<file path="src/hw/rtl/hist2d_pkg.sv">
package hist2d_pkg;

    // Fixed field widths of the word formats.
    localparam int SAMPLE_W     = 32;
    localparam int BINS_W       = 7;
    localparam int IDX_W        = 6;
    localparam int OUT_COUNT_W  = 32;
    localparam int TOTAL_W      = 32;
    localparam int OPCODE_W     = 2;
    localparam int CFG_ADDR_W   = 3;
    localparam int CFG_DATA_W   = 32;
    localparam int S_TDATA_W    = 80;
    localparam int S_TUSER_W    = 2;
    localparam int M_TDATA_W    = 80;
    localparam int M_TUSER_W    = 1;

    // Operation codes carried in the input tuser.
    localparam logic [OPCODE_W-1:0] OP_ADD   = 2'd0;
    localparam logic [OPCODE_W-1:0] OP_READ  = 2'd1;
    localparam logic [OPCODE_W-1:0] OP_CLEAR = 2'd2;

    // Configuration register indexes.
    localparam logic [CFG_ADDR_W-1:0] REG_AXIS1_MIN   = 3'd0;
    localparam logic [CFG_ADDR_W-1:0] REG_AXIS1_SCALE = 3'd1;
    localparam logic [CFG_ADDR_W-1:0] REG_AXIS1_BINS  = 3'd2;
    localparam logic [CFG_ADDR_W-1:0] REG_AXIS2_MIN   = 3'd3;
    localparam logic [CFG_ADDR_W-1:0] REG_AXIS2_SCALE = 3'd4;
    localparam logic [CFG_ADDR_W-1:0] REG_AXIS2_BINS  = 3'd5;

    // Configuration reset values.
    localparam logic [SAMPLE_W-1:0] MIN_RESET   = 32'd0;
    localparam logic [SAMPLE_W-1:0] SCALE_RESET = 32'd65536;
    localparam logic [BINS_W-1:0]   BINS_RESET  = 7'd64;

    typedef enum logic [2:0] {
        ST_INIT,
        ST_IDLE,
        ST_BIN,
        ST_LOOKUP,
        ST_FINISH,
        ST_SWEEP,
        ST_CLR_DONE
    } state_t;

    typedef struct packed {
        logic load;
        logic bin_mul;
        logic lookup;
        logic finish;
        logic sweep;
        logic clear_finish;
    } dp_cmd_t;

    typedef struct packed {
        logic [OPCODE_W-1:0] op;
        logic                sweep_last;
        logic                out_free;
    } dp_status_t;

endpackage

</file>
<file path="src/hw/rtl/hist2d_ctrl.sv">
module hist2d_ctrl (
    input  logic                   aclk,
    input  logic                   aresetn,
    input  logic                   in_valid,
    output logic                   in_ready,
    input  hist2d_pkg::dp_status_t status,
    output hist2d_pkg::dp_cmd_t    cmd
);

    import hist2d_pkg::*;

    state_t state_reg;
    state_t state_next;

    always_ff @(posedge aclk) begin
        if (!aresetn) begin
            state_reg <= ST_INIT;
        end else begin
            state_reg <= state_next;
        end
    end

    always_comb begin
        state_next = state_reg;
        case (state_reg)
            ST_INIT: begin
                if (status.sweep_last) state_next = ST_IDLE;
            end
            ST_IDLE: begin
                if (in_valid) state_next = ST_BIN;
            end
            ST_BIN: begin
                if (status.op == OP_CLEAR) state_next = ST_SWEEP;
                else state_next = ST_LOOKUP;
            end
            ST_LOOKUP: begin
                state_next = ST_FINISH;
            end
            ST_FINISH: begin
                if (status.out_free) state_next = ST_IDLE;
            end
            ST_SWEEP: begin
                if (status.sweep_last) state_next = ST_CLR_DONE;
            end
            ST_CLR_DONE: begin
                if (status.out_free) state_next = ST_IDLE;
            end
            default: begin
                state_next = ST_INIT;
            end
        endcase
    end

    always_comb begin
        cmd      = '0;
        in_ready = 1'b0;
        case (state_reg)
            ST_INIT: begin
                cmd.sweep = 1'b1;
            end
            ST_IDLE: begin
                in_ready = 1'b1;
                cmd.load = in_valid;
            end
            ST_BIN: begin
                cmd.bin_mul = 1'b1;
            end
            ST_LOOKUP: begin
                cmd.lookup = 1'b1;
            end
            ST_FINISH: begin
                cmd.finish = status.out_free;
            end
            ST_SWEEP: begin
                cmd.sweep = 1'b1;
            end
            ST_CLR_DONE: begin
                cmd.clear_finish = status.out_free;
            end
            default: begin
                cmd = '0;
            end
        endcase
    end

endmodule

</file>
<file path="config.mk">
export PLATFORM = sky130hd
export DESIGN_NAME = hist2d_ctrl
export DESIGN_NICKNAME = d
export VERILOG_FILES = /design/src/hw/rtl/hist2d_pkg.sv /design/src/hw/rtl/hist2d_ctrl.sv
export SDC_FILE = /design/constraint.sdc
export NUM_CORES = 1
export LEC_CHECK = 0
export ABC_AREA = 1
export BUFFER_PORTS_ARGS = -buffer_cell sky130_fd_sc_hd__buf_4
export CAP_MARGIN = 15
export CORE_AREA = 2 2 39 41
export CTS_BUF_LIST = sky130_fd_sc_hd__clkbuf_8
export CTS_CLUSTER_DIAMETER = 100
export CTS_CLUSTER_SIZE = 12
export DETAILED_ROUTE_END_ITERATION = 6
export DIE_AREA = 0 0 41 43
export PLACE_DENSITY = 0.45
export SLEW_MARGIN = 40
export SYNTH_ARGS = -nofsm -noshare
export SYNTH_HDL_FRONTEND = slang
export SYNTH_SLANG_ARGS = --single-unit
</file>
<file path="constraint.sdc">
create_clock -name aclk -period 3.2 [get_ports aclk]
set_input_delay 0 -clock aclk [delete_from_list [all_inputs] [get_ports aclk]]
set_output_delay 0 -clock aclk [all_outputs]
set_load 0.01 [all_outputs]
</file>
==> impl_metrics.tcl <==
set metrics [dict create \
    status "finished, final reports clean" \
    clk_latency_ns 0.21 \
    coreArea_um2 1380 \
    grt_pass1_wl_um 1080 \
    min_period_ns 1.21 \
    rsz0062_at_grt "no" \
    ys_seq_area_share_pct 21.6 \
    die_height_um 43 \
    ys.warnings.count 0 \
    synth_edf_count 0 \
    dieArea_um2 1760 \
    drv_cap 0 \
    fin_setup_tns_ns 0 \
    max_stage_delay_ns 0.50 \
    ios 14 \
    yosysTopAreaCellShare_pct 21.6 \
    drt_iter0_markers 2 \
    clk_pin_slew_ns 0.03 \
    ys.flop_type "dfxtp_1" \
    first_pass_iters 4 \
    clockRootBuffer "clkbuf_8" \
    synthCells 46 \
    cts_setup_buffers 0 \
    cp.arrival_ns 1.31 \
    ys_top_cells_by_count "9 x nand2_1, 6 x nor2_1, 5 x inv_1, 4 x inv_2, 4 x nand3_1" \
    viasPerCell 3.91 \
    worstPathCellList "inv_2 > nand2_2 > nor2_1 > nor2_2 > nand2_2 > nor2_1 > nor2_2" \
    cp.required_ns 3.31 \
    final_area_um2 429 \
    end_kind "flop" \
    die_w_um 41 \
    synth_top_area_cell "dfxtp_1" \
    clock_path_buffers 2 \
    fin_skew_ns 0.00115 \
    p_leak_nw 0.239 \
    power_density_nw_per_um2 995 \
    slew_viol_final 0 \
    nets 70 \
    nFillCells 166 \
    fmax_mhz 828 \
    htree_levels 1 \
    relSlewSlack_pct 78.6 \
    gp_congestion 0.710 \
    antenna_cells 0 \
    grt_overflow 0 \
    cts_resized 0 \
    critPathSlowestCell "dfxtp_1" \
    place_ws_ns 1.97 \
    cts_tree "done" \
    row_count 14 \
    grt_pass1_vias 276 \
    antenna_found_initial 0 \
    cp_max_fo 8 \
    fin_ws_ns 1.99 \
    place_area_um2 384 \
    synth.most_common_cell "nand2_1" \
    avgSynthCellArea_um2 6.04 \
    cp-start-kind "flop" \
    syn-num-nets 53 \
    synth_area_leaders "dfxtp_1 22%, nand2_1 12%, nor2_1 8.1%, nand3_1 7.2%, inv_1 6.8%" \
    dp_hpwl_um 510 \
    drive_above_1_share_pct 45.2 \
    start_util_pct 20.1 \
    wl_um 628 \
    tightest_slew_ns 0.321 \
    wl_per_cell_um 8.05 \
    largest_reg_flops 3 \
    critPathBufInv 1 \
    synth_area_um2 278 \
    synth_seq_cells 3 \
    finalCritPeriodShare_pct 37.8 \
    setup_viol 0 \
    syn2layout_area_growth_pct 54.5 \
    cts.sinks 3 \
    holdCritPathClass "in2reg" \
    path_delay_family "simple AND/OR/NAND/NOR gates" \
    ys_types 17 \
    num_vias 305 \
    synth_async_sr_flop_share_pct 0 \
    track_usage_pct 8.93 \
    ant_nets 0 \
    worstSetupPathType "reg2reg" \
    ctsHoldBuffers 0 \
    port_buffers 13 \
    hold_viol 0 \
    cts_buffers 3 \
    grt_max_degree 9 \
    ir_drop_v 0.000258 \
    drcViolationCount 0 \
]
## tightest hold or removal path: cells and delay by family
family,cells,cell delay (ns)
and+or+nand+nor,2,0.12
buffers and inverters,1,0.09
## stage by stage
step	hold slack [ns]	util, %	instances	total power (W)
global route	0.0480	31.0	78	0.000471
floorplan	0.109	-	46	0.000258
finish	0.0295	31.0	78	0.000427
CTS	0.0300	31.0	78	0.000435
detailed placement	0.253	27.8	74	0.000326
global placement	0.254	27.8	74	0.000329
## cells by family after synthesis
| family | Yosys count | synth area share, % |
|---|---|---|
| AO/OA/AOI/OAI | 3 | 5.40 |
| AND/OR/NAND/NOR | 30 | 56.8 |
| flip-flops | 3 | 21.6 |
| buffers and inverters | 10 | 16.2 |
## area by class of cell
cell class	count	area [µm²]	area share, %
clock buffers	3	41.3	9.62
clock inverters	1	3.75	0.875
inverters	9	33.8	7.87
multi-input cells	33	173	40.2
flip-flops and latches	3	60.1	14.0
well taps	16	20.0	4.66
repair buffers	13	97.6	22.7
## worst paths after layout
path | from | cells after the start | end | slack (ns)
hold / removal | aresetn | 3 | state_reg[1] | 0.03
hold reg to reg | state_reg[0] | 2 | state_reg[0] | 0.62
setup reg to reg | state_reg[0] | 7 | state_reg[1] | 1.99
setup / recovery | state_reg[0] | 7 | state_reg[1] | 1.99
## per-layer routing
| layer | part of all wire [%] | global-route usage (%) |
|---|---|---|
| met1 | 47 | 11.9 |
| met2 | 41 | 12.5 |
| met3 | 9.1 | 1.57 |
| met5 | 0 | 0 |
| met4 | 2.5 | 6.00 |
## cells in the final DEF, fill, tap and decap left out
cell / n
buf_4: 13
nand2_1: 9
inv_1: 6
nor2_1: 6
inv_2: 4
nand3_1: 4
nor2_2: 3
clkbuf_8: 3
dfxtp_1: 3
nand2_2: 2
o21ai_1: 2
nand3_2: 1
nor3_2: 1
nor4_1: 1
nor3_1: 1
and3_1: 1
nand4_2: 1
a21oi_1: 1
## power by group
group	internal (W)	total (W)	switching, W
clock network	0.0000816	0.000106	0.0000244
logic	0.000102	0.000235	0.000132
registers	0.0000557	0.0000865	0.0000308
total	0.000240	0.000427	0.000187
Note: power is estimated with default switching activity, not from simulation.
